`src/rtl/smrc_pkg.sv`:
```
// shared types and codes of the shadow memory range checker
package smrc_pkg;

    // access kinds
    localparam logic FUNC_WRITE = 1'b0;
    localparam logic FUNC_READ  = 1'b1;

    // result status codes
    localparam logic [1:0] STATUS_OK       = 2'd0;
    localparam logic [1:0] STATUS_UNINIT   = 2'd1;
    localparam logic [1:0] STATUS_MISMATCH = 2'd2;
    localparam logic [1:0] STATUS_FULL     = 2'd3;

    typedef struct packed {
        logic        func;
        logic [31:0] address;
        logic [7:0]  type_id;
        logic [15:0] type_size;
    } t_req;

    typedef struct packed {
        logic [1:0] status;
        logic [7:0] stored_type;
    } t_rsp;

    // scan token handed from cell to cell
    typedef struct packed {
        logic       act;
        logic       slot_found;
        logic       hit_found;
        logic [7:0] hit_type;
    } t_tok;

endpackage

```
`src/rtl/smrc_cell.sv`:
```
// one table entry with its overlap and match logic
module smrc_cell (
    input  logic           i_clk,
    input  logic           i_rst_n,
    input  smrc_pkg::t_tok i_tok,
    output smrc_pkg::t_tok o_tok,
    input  smrc_pkg::t_req i_req,
    input  logic           i_commit
);

    logic        r_valid;
    logic [31:0] r_start;
    logic [15:0] r_size;
    logic [7:0]  r_type;
    logic        r_kill;
    logic        r_sel;
    smrc_pkg::t_tok r_tok;
    smrc_pkg::t_tok n_tok;

    logic [32:0] w_end_s;
    logic [32:0] w_end_q;
    logic        w_eq;
    logic        w_meet;
    logic        w_kill;
    logic        w_free;
    logic        w_match;

    // 33-bit ends, no wrap at the top of the address space
    assign w_end_s = {1'b0, r_start} + {17'd0, r_size};
    assign w_end_q = {1'b0, i_req.address} + {17'd0, i_req.type_size};
    assign w_eq    = (r_start == i_req.address);
    assign w_meet  = ({1'b0, r_start} < w_end_q) && ({1'b0, i_req.address} < w_end_s);
    assign w_kill  = r_valid && (w_eq || w_meet);
    assign w_free  = !r_valid;
    assign w_match = r_valid && w_eq;

    always_comb begin
        n_tok            = i_tok;
        n_tok.slot_found = i_tok.slot_found || w_free || w_kill;
        n_tok.hit_found  = i_tok.hit_found || w_match;
        if (i_tok.hit_found) begin
            n_tok.hit_type = i_tok.hit_type;
        end else if (w_match) begin
            n_tok.hit_type = r_type;
        end else begin
            n_tok.hit_type = 8'd0;
        end
        if (!i_tok.act) begin
            n_tok = '0;
        end
    end

    always_ff @(posedge i_clk) begin
        if (!i_rst_n) begin
            r_tok   <= '0;
            r_valid <= 1'b0;
            r_kill  <= 1'b0;
            r_sel   <= 1'b0;
        end else begin
            r_tok <= n_tok;
            if (i_tok.act) begin
                r_kill <= w_kill;
                r_sel  <= !i_tok.slot_found && (w_free || w_kill);
            end
            if (i_commit) begin
                if (r_sel) begin
                    r_valid <= 1'b1;
                end else if (r_kill) begin
                    r_valid <= 1'b0;
                end
            end
        end
    end

    always_ff @(posedge i_clk) begin
        if (i_commit && r_sel) begin
            r_start <= i_req.address;
            r_size  <= i_req.type_size;
            r_type  <= i_req.type_id;
        end
    end

    assign o_tok = r_tok;

endmodule
```
`config.mk`:
```
export PLATFORM = sky130hd
export DESIGN_NAME = smrc_cell
export DESIGN_NICKNAME = d
export VERILOG_FILES = /design/src/rtl/smrc_pkg.sv /design/src/rtl/smrc_cell.sv
export SDC_FILE = /design/constraint.sdc
export NUM_CORES = 1
export LEC_CHECK = 0
export ABC_AREA = 1
export BUFFER_PORTS_ARGS = -buffer_cell sky130_fd_sc_hd__buf_2
export CORE_AREA = 2 2 117 119
export DETAILED_ROUTE_END_ITERATION = 6
export DIE_AREA = 0 0 119 121
export PLACE_DENSITY_LB_ADDON = 0.12
export SLEW_MARGIN = 0
export SYNTH_ARGS = -nofsm -noshare
export SYNTH_HDL_FRONTEND = slang
export SYNTH_SLANG_ARGS = --single-unit
```
`constraint.sdc`:
```
create_clock -name i_clk -period 5 [get_ports i_clk]
set_input_delay 0 -clock i_clk [delete_from_list [all_inputs] [get_ports i_clk]]
set_output_delay 0 -clock i_clk [all_outputs]
set_load 0.01 [all_outputs]
```
# After elaboration in Yosys (flattened, before gate mapping)
# Cells that the tools add are included.
[word_totals]
out_inout_bits = 11
inputBits = 71
elab_cells = 35
register_bits = 70
[op_classes]
muxes = 5
n_lt_le_gt_ge = 2
addsub = 2
n_reduce_logical = 15
n_eq_ne = 1
[op_table]
columns = ["op", "count"]
rows = [
  ["$add 32x16->33", 2],
  ["$lt 32x33->1", 2],
  ["$eq 32x32->1", 1],
  ["$mux 8", 2],
  ["$mux 11", 1],
  ["$logic_and 1x1->1", 5],
  ["$logic_or 1x1->1", 5],
  ["$reduce_and 2->1", 2],
  ["$logic_not 1->1", 2],
  ["$mux 1", 2],
  ["$reduce_bool 2->1", 1],
]

# Logic depth before layout (Yosys ltp)
# Gate-level depths: netlist of run 1.
[logic_depth]
depth_word = 7
depth_mapped = 26
depth_no_buf = 26

# Worst setup path after synthesis of run 1
# OpenSTA, ideal clock, no wires.
[synth_timing]
kind = "reg-to-reg"
from = "register r_start[2]"
to = "register r_tok, in the netlist o_tok[9]"
path_stages_with_launch = 22
slack_ps = 1875
arrival_ps = 3012
synth_period_minus_slack_ps = 3125
t_required_ps = 4887
n_path_buf = 0
setup_time_ps = 113
path_cell_list = "edfxtp_1 -> ha_1 -> a21oi_1 -> nand2_1 -> a21oi_2 -> o21ai_4 -> a21oi_4 -> o21bai_4 -> nand2_1 -> o21ai_1 -> xor2_1 -> ha_1 -> nand2_1 -> or3_1 -> nor2_1 -> nand2_1 -> nand2_1 -> inv_1 -> nand2_1 -> nand3_1 -> o21ai_1 -> inv_1"
[synth_between]
elab_chain_len = 6
word_cells_on_any_way = 8
cone_classes = "add/sub (1); order compare (2); eq/ne (1); reduce/logical (4)"
[synth_lines]
columns = ["element", "line_no", "text"]
rows = [
  ["from (decl)", "smrc_cell.sv:12", "logic [31:0] r_start;"],
  ["from (signal assigned)", "smrc_cell.sv:77", "r_start <= i_req.address;"],
  ["$add 32x16->33", "smrc_cell.sv:29", "assign w_end_s = {1'b0, r_start} + {17'd0, r_size};"],
  ["$lt 32x33->1", "smrc_cell.sv:32", "assign w_meet = ({1'b0, r_start} < w_end_q) && ({1'b0, i_req.address} < w_end_s);"],
  ["$logic_and 1x1->1", "smrc_cell.sv:32", ""],
  ["$logic_or 1x1->1 (*)", "smrc_cell.sv:33", "assign w_kill = r_valid && (w_eq || w_meet);"],
  ["$logic_and 1x1->1 (*)", "smrc_cell.sv:33", ""],
  ["$logic_or 1x1->1 (*)", "smrc_cell.sv:39", "n_tok.slot_found = i_tok.slot_found || w_free || w_kill;"],
  ["to (signal assigned)", "smrc_cell.sv:60", "r_tok <= n_tok;"],
  ["to (decl)", "smrc_cell.sv:17", "smrc_pkg::t_tok r_tok;"],
]
# Mark *: on every way between the ends. The rest lies on a longest branch, timed or not.
# A chain may end at the register's enable or synchronous reset.

# Worst setup path in the final report of run 1
[layout_timing]
from = "input port i_req[32] (netlist name)"
to = "register r_sel"
[layout_between]
elab_chain_len = 7
word_cells_on_any_way = 9
cone_classes = "add/sub (1); order compare (2); eq/ne (1); reduce/logical (5)"
[layout_lines]
columns = ["element", "line_no", "text"]
rows = [
  ["from (decl)", "smrc_cell.sv:7", "input smrc_pkg::t_req i_req,"],
  ["$add 32x16->33", "smrc_cell.sv:30", "assign w_end_q = {1'b0, i_req.address} + {17'd0, i_req.type_size};"],
  ["$lt 32x33->1", "smrc_cell.sv:32", ""],
  ["$logic_and 1x1->1", "smrc_cell.sv:32", ""],
  ["$logic_or 1x1->1 (*)", "smrc_cell.sv:33", ""],
  ["$logic_and 1x1->1 (*)", "smrc_cell.sv:33", ""],
  ["$logic_or 1x1->1 (*)", "smrc_cell.sv:63", "r_sel <= !i_tok.slot_found && (w_free || w_kill);"],
  ["$logic_and 1x1->1 (*)", "smrc_cell.sv:63", ""],
  ["to (signal assigned)", "smrc_cell.sv:63", ""],
  ["to (decl)", "smrc_cell.sv:16", "logic r_sel;"],
]
# Marks and branches as above.

==> results of run 1 <==
routing by layer:
metal  vias up  wire (um)  track usage [%]  share of wire (%)
met3        40        752             4.98                4.1
met1      2758       8240             32.9                 45
met2       151       8710             46.0                 48
met5         -          0                0                  0
met4         0        538             9.38                2.9
li1       3048          -                -                  -
cell usage after synthesis, types with 6 or more instances:
cell      instances  area share [%]
ha_1             94              18
inv_1            74             4.3
xor2_1           36             4.9
a21oi_1          62             4.8
o21ai_0          18             1.4
nand3b_1          8            0.93
nor3_1           15             1.2
nor2_1           63             3.7
or2_2             6            0.58
dfxtp_1          14             4.3
nand2_2           9            0.87
edfxtp_1         56              26
xnor2_1          42             5.7
a21oi_2           7            0.95
nand2_1         191              11
nand4_1          15             1.5
nand3_1          29             2.2
area by class of cell:
type	count	area (um2)	area share, %
multi-input cells	645	4200	51.3
well taps	176	220	2.69
repair buffers	159	1190	14.5
clock buffers	11	254	3.10
flip-flops and latches	70	1960	24.0
clock inverters	5	62.6	0.765
inverters	80	300	3.67
worst reg2reg max path, stage by stage, from the launching register on:
cell and delay [ps]:
edfxtp_1 440, ha_1 380, a21oi_1 160, nand2_1 120
a21oi_2 250, o21ai_4 130, a21oi_4 220, o21bai_4 100
a21oi_4 190, nor2_1 60, nand2_1 50, nand2_1 90
ha_1 290, nand2_1 60, nor4_1 260, nand2_1 90
nand2_1 90, nand2_1 60, nand2_1 60, inv_1 30
nand2_1 70, nand3_1 90, nand2_1 90, a21oi_2 50
dlygate4sd3_1 550
final timing paths:
kind	startpoint	end	slack, ps	depth (start not counted)
setup / recovery	i_req[32]	r_sel$_SDFFE_PN0P_	810	24
hold / removal	i_tok[8]	o_tok[8]$_SDFF_PN0_	110	3
setup reg to reg	r_start[2]$_DFFE_PP_	r_sel$_SDFFE_PN0P_	900	24
hold reg to reg	r_kill$_SDFFE_PN0P_	r_kill$_SDFFE_PN0P_	470	2
stage by stage:
stage	area [um2]	setup WS, ps	total power [mW]	instances
2_1_floorplan	6460	1880	0.959	796
3_3_place_gp	7090	1500	1.09	1052
3_5_place_dp	7090	1450	1.10	1052
4_1_cts	8180	840	1.84	1146
5_1_grt	8180	496	1.94	1146
6_report	8180	809	1.83	1146
power by group through the flow:
stage,clock [mW],sequential (mW),combinational (mW)
CTS,0.708,0.658,0.478
finish,0.694,0.658,0.481
global placement,0,0.670,0.415
global route,0.735,0.659,0.544
detailed placement,0,0.670,0.429
floorplan,0,0.668,0.291
cell families after synthesis:
logic type	count (synthesis)	synth area share, %
compound gates	118	11.4
xor+xnor	78	10.6
fa+ha+maj	96	18.8
buf+inv	81	4.71
flops	70	30.4
simple gates	353	24.2
layout by cell type, fill, tap and decap left out, types with 6 or more instances in the layout:
cell type | Yosys | routed
inv_1 | 74 | 73
buf_2 | 0 | 80
nor2_1 | 63 | 63
edfxtp_1 | 56 | 56
dlygate4sd3_1 | 0 | 78
or2_2 | 6 | 6
ha_1 | 94 | 94
o21ai_0 | 18 | 18
xor2_1 | 36 | 36
clkbuf_16 | 0 | 10
nand2_1 | 191 | 191
nand3_1 | 29 | 29
nand4_1 | 15 | 15
a21oi_1 | 62 | 62
nor3_1 | 15 | 15
xnor2_1 | 42 | 42
inv_2 | 5 | 6
nand3b_1 | 8 | 8
a21oi_2 | 7 | 7
nand2_2 | 9 | 9
dfxtp_1 | 14 | 14
sequential cells by signal (all words and copies together) (netlist names):
register and flops:
r_valid 1, r_size 16, r_type 8, r_sel 1, o_tok 11, r_start 32, r_kill 1
timing repair:
item,in CTS,in global routing
buffers inserted,0,0
hold buffers,78,0
gates resized for setup,0,0
endpoints found under the hold margin,68,0
==> impl_metrics.ini, run 1 <==
[setup_path]
arrival_ps = 4430
crit_top_cell = nand2_1
crit_type = input port to flip-flop
critPathRequiredTime_ps = 5240
critical-path-max-stage-delay_ps = 550
cp_max_fo = 5
crit_path_cell_trace = dlygate4sd3_1, buf_2, ha_1, a21oi_1, a21boi_1, o21bai_1, a21oi_2, o21ai_2, a21boi_2, nor2_1, xor2_1, ha_1, nand4_1, nor3_1, nand2_1, nand2_1, nand2_1, nand2_1, inv_1, nand2_1, nand3_1, nand2_1, a21oi_2, dlygate4sd3_1
cp.buffers_inverters = 4
cp_top_family = compound AO/OA/AOI/OAI gates
critPathCaptureType = flip-flop
cpMaxStageDelayCell = dlygate4sd3_1
critPathLaunchType = input port

[clock_tree]
cts_buffers = 9
clock_latency_ps = 350
cts_sinks = 70
htree_levels = 3
cts_tree = done
clk_path_buf_depth = 2
cts-root-buf = clkbuf_16
clkTransAtPathRegs_ps = 60

[sta]
fin_skew_ps = 8.18
whs_ps = 111
slew_headroom_pct = 48.1
hold_viol = 0
rsz0062_at_grt = false
tns_ps = 0
maxSlewViolCount = 0
fmax_ghz = 0.239
finalCriticalPeriod_ps = 4190
finalSetupViolations = 0
period_share_pct = 83.8
tightestPinTransition_ps = 778

[yosys]
ys_async_sr_fraction_pct = 0
syn-cell-area_um2 = 6460
synth_flop_cell = edfxtp_1
syn_inst = 796
seq_area_frac_synth_pct = 30.4
synth_seq_cells = 70
ys_warn_count = 0
synth_edf_count = 56
syn_avg_cell_area_um2 = 8.12
synth_nets = 963
yosysUniqueCellTypes = 45

[power]
max-vdd-ir-drop_v = 0.000169
seq_power_share_pct = 35.9
p_sw_share_pct = 30.3
powerDensity_nw_per_um2 = 224
comb_power_share_pct = 26.2
leakage_nw = 3.65
p_int_mw = 1.28
p_sw_uw = 556
pwr-share-clk_pct = 37.9

[drt]
drt_wl_total_mm = 18.2
num_vias = 5997
drt_iter0_drc = 414
ant_nets = 0
wl_per_cell_um = 15.9
drcViolationCount = 0
firstDrtPassIters = 5
via_per_inst = 5.23

[cells_and_area]
nets = 1132
fillers = 1157
final_util_pct = 62.5
syn_to_final_growth_pct = 26.6
diodes = 0
drive_gt1_share_pct = 14.4

[grt]
gr-total-overflow = 0
antenna_found_initial = 0
grt_pass1_wl_mm = 29.4
grt_max_degree = 57
track_usage_pct = 26.5
grt_pass1_vias = 5973

[flow_run]
maxCapViolations = 0

[floorplanning]
die_h_um = 121
rows = 42
io-pin-count = 82
die_w_um = 119
start_util_pct = 49.4
coreArea_um2 = 13100
dieArea_um2 = 14400

[place]
dpl.hpwl_mm = 13.9
io_buffers = 80
routabilityCongestion = 0.930

[min_path]
min_path_type = input port to flip-flop

[status]
status = finished clean
Note: power is estimated with default switching activity, not from simulation.
==> inputs of run 2 (changes only) <==
Clock period 5 ns to 4.2 ns, I/O delays scaled along.
==> impl_metrics.ini, run 2 (synthesized netlist as in run 1, its figures left out) <==
[status]
status = finished clean

[clock_tree]
clk_path_buf_depth = 2
cts_buffers = 9
cts_tree = done
clock_latency_ps = 350
clkTransAtPathRegs_ps = 70
cts-root-buf = clkbuf_16
cts_sinks = 70
htree_levels = 3

[sta]
slew_headroom_pct = 64.3
worst_slack_ps = 213
hold_viol = 0
maxSlewViolCount = 0
fmax_ghz = 0.251
whs_ps = 109
period_share_pct = 94.9
finalCriticalPeriod_ps = 3990
tightestPinTransition_ps = 531
finalSetupViolations = 0
fin_skew_ps = 7.81
tns_ps = 0

[setup_path]
cpMaxStageDelayCell = dlygate4sd3_1
reg2reg_from = r_start[0]$_DFFE_PP_
critPathRequiredTime_ps = 4440
cp.buffers_inverters = 2
crit_path_cell_trace = ha_1, fa_1, nand2_1, nand2_1, nand3_2, nand2_4, nand2_4, nand2_4, nand3_2, nor2_1, xor2_1, ha_1, nand2_1, or3_1, nor2_1, nand2_1, nand2_1, inv_1, nand2_1, nand3_1, nand2_1, a21oi_2, dlygate4sd3_1
cp_top_family = simple AND/OR/NAND/NOR gates
crit_start = r_start[0]$_DFFE_PP_
arrival_ps = 4220
critPathLaunchType = flip-flop
cp_max_fo = 5
critical-path-max-stage-delay_ps = 550
crit_top_cell = nand2_1
crit_type = flip-flop to flip-flop
critPathCaptureType = flip-flop

[cells_and_area]
top_register = r_start
mostFrequentLayoutCells = nand2_1, ha_1, buf_2
nets = 1139
final_util_pct = 64.1
fillers = 1153
drive_gt1_share_pct = 17.9
syn_to_final_growth_pct = 29.8
design_area_um2 = 8390
final_common_cell = nand2_1
largest_reg_flops = 32
diodes = 0

[flow_run]
maxCapViolations = 0

[floorplanning]
rows = 42
start_util_pct = 49.4
die_w_um = 119
coreArea_um2 = 13100
dieArea_um2 = 14400
die_h_um = 121
io-pin-count = 82

[grt]
grt_pass1_wl_mm = 29.4
gr-total-overflow = 0
grt_max_degree = 38
grt_pass1_vias = 6017
antenna_found_initial = 0
track_usage_pct = 26.5

[drt]
via_per_inst = 5.29
drt_wl_total_mm = 18.7
drcViolationCount = 0
num_vias = 6100
ant_nets = 0
firstDrtPassIters = 5
drt_iter0_drc = 381
wl_per_cell_um = 16.2

[place]
place_ws_ps = 572
place_area_um2 = 7090
dpl.hpwl_mm = 14.2
routabilityCongestion = 0.952
io_buffers = 80

[power]
leakage_nw = 3.70
powerDensity_nw_per_um2 = 260
max-vdd-ir-drop_v = 0.000218

[min_path]
hp-start = i_tok[8]
min_path_type = input port to flip-flop
-- run 2: path summary, 6_finish.rpt --
path / slack (ps) / endpoint / cells past startpoint
worst max-delay path: 210 / r_sel$_SDFFE_PN0P_ / 23
worst max register to register: 210 / r_sel$_SDFFE_PN0P_ / 23
worst min-delay path: 110 / o_tok[8]$_SDFF_PN0_ / 3
worst min register to register: 480 / r_kill$_SDFFE_PN0P_ / 2
-- run 2: power by group --
group	switching [mW]	internal, mW	total (mW)
logic	0.341	0.261	0.602
registers	0.0142	0.769	0.783
clock network	0.348	0.444	0.792
-- run 2: routing by layer --
metal / vias to the layer above / global-route usage (%) / wire length, um
li1: 3070 / - / -
met1: 2814 / 32.6 / 8240
met2: 171 / 45.7 / 8910
met3: 45 / 4.56 / 889
met4: 0 / 11.4 / 660
met5: - / 0 / 0
-- run 2: final cells by class --
| type | instances | area [um2] | share of cell area [%] |
|---|---|---|---|
| inverters | 80 | 300 | 3.58 |
| clock inverters | 6 | 46.3 | 0.552 |
| repair buffers | 166 | 1240 | 14.8 |
| flip-flops and latches | 70 | 1960 | 23.4 |
| clock buffers | 10 | 250 | 2.98 |
| multi-input cells | 645 | 4370 | 52.1 |
| well taps | 176 | 220 | 2.62 |
-- run 2: what timing repair did --
action | in CTS | in global routing
endpoints found under the setup margin | 0 | 1
hold buffers | 77 | 0
setup buffers | 0 | 8
endpoints found under the hold margin | 68 | 0
resized for setup | 0 | 36
-- run 2: stage by stage --
step | total power [mW] | cells
6_report | 2.18 | 1153
5_1_grt | 2.29 | 1153
4_1_cts | 2.16 | 1145
3_5_place_dp | 1.31 | 1052
3_3_place_gp | 1.30 | 1052
2_1_floorplan | 1.14 | 796
-- run 2: worst reg2reg max path, stage by stage, from the launching register on --
cell           delay (ps)
edfxtp_1              390
ha_1                  240
fa_1                  400
nand2_1                70
nand2_1               100
nand3_2               120
nand2_4               100
nand2_4               100
nand2_4                70
nand3_2               140
nor2_1                 70
xor2_1                140
ha_1                  300
nand2_1                70
or3_1                 380
nor2_1                130
nand2_1                60
nand2_1                60
inv_1                  30
nand2_1               100
nand3_1               100
nand2_1                90
a21oi_2                50
dlygate4sd3_1         550
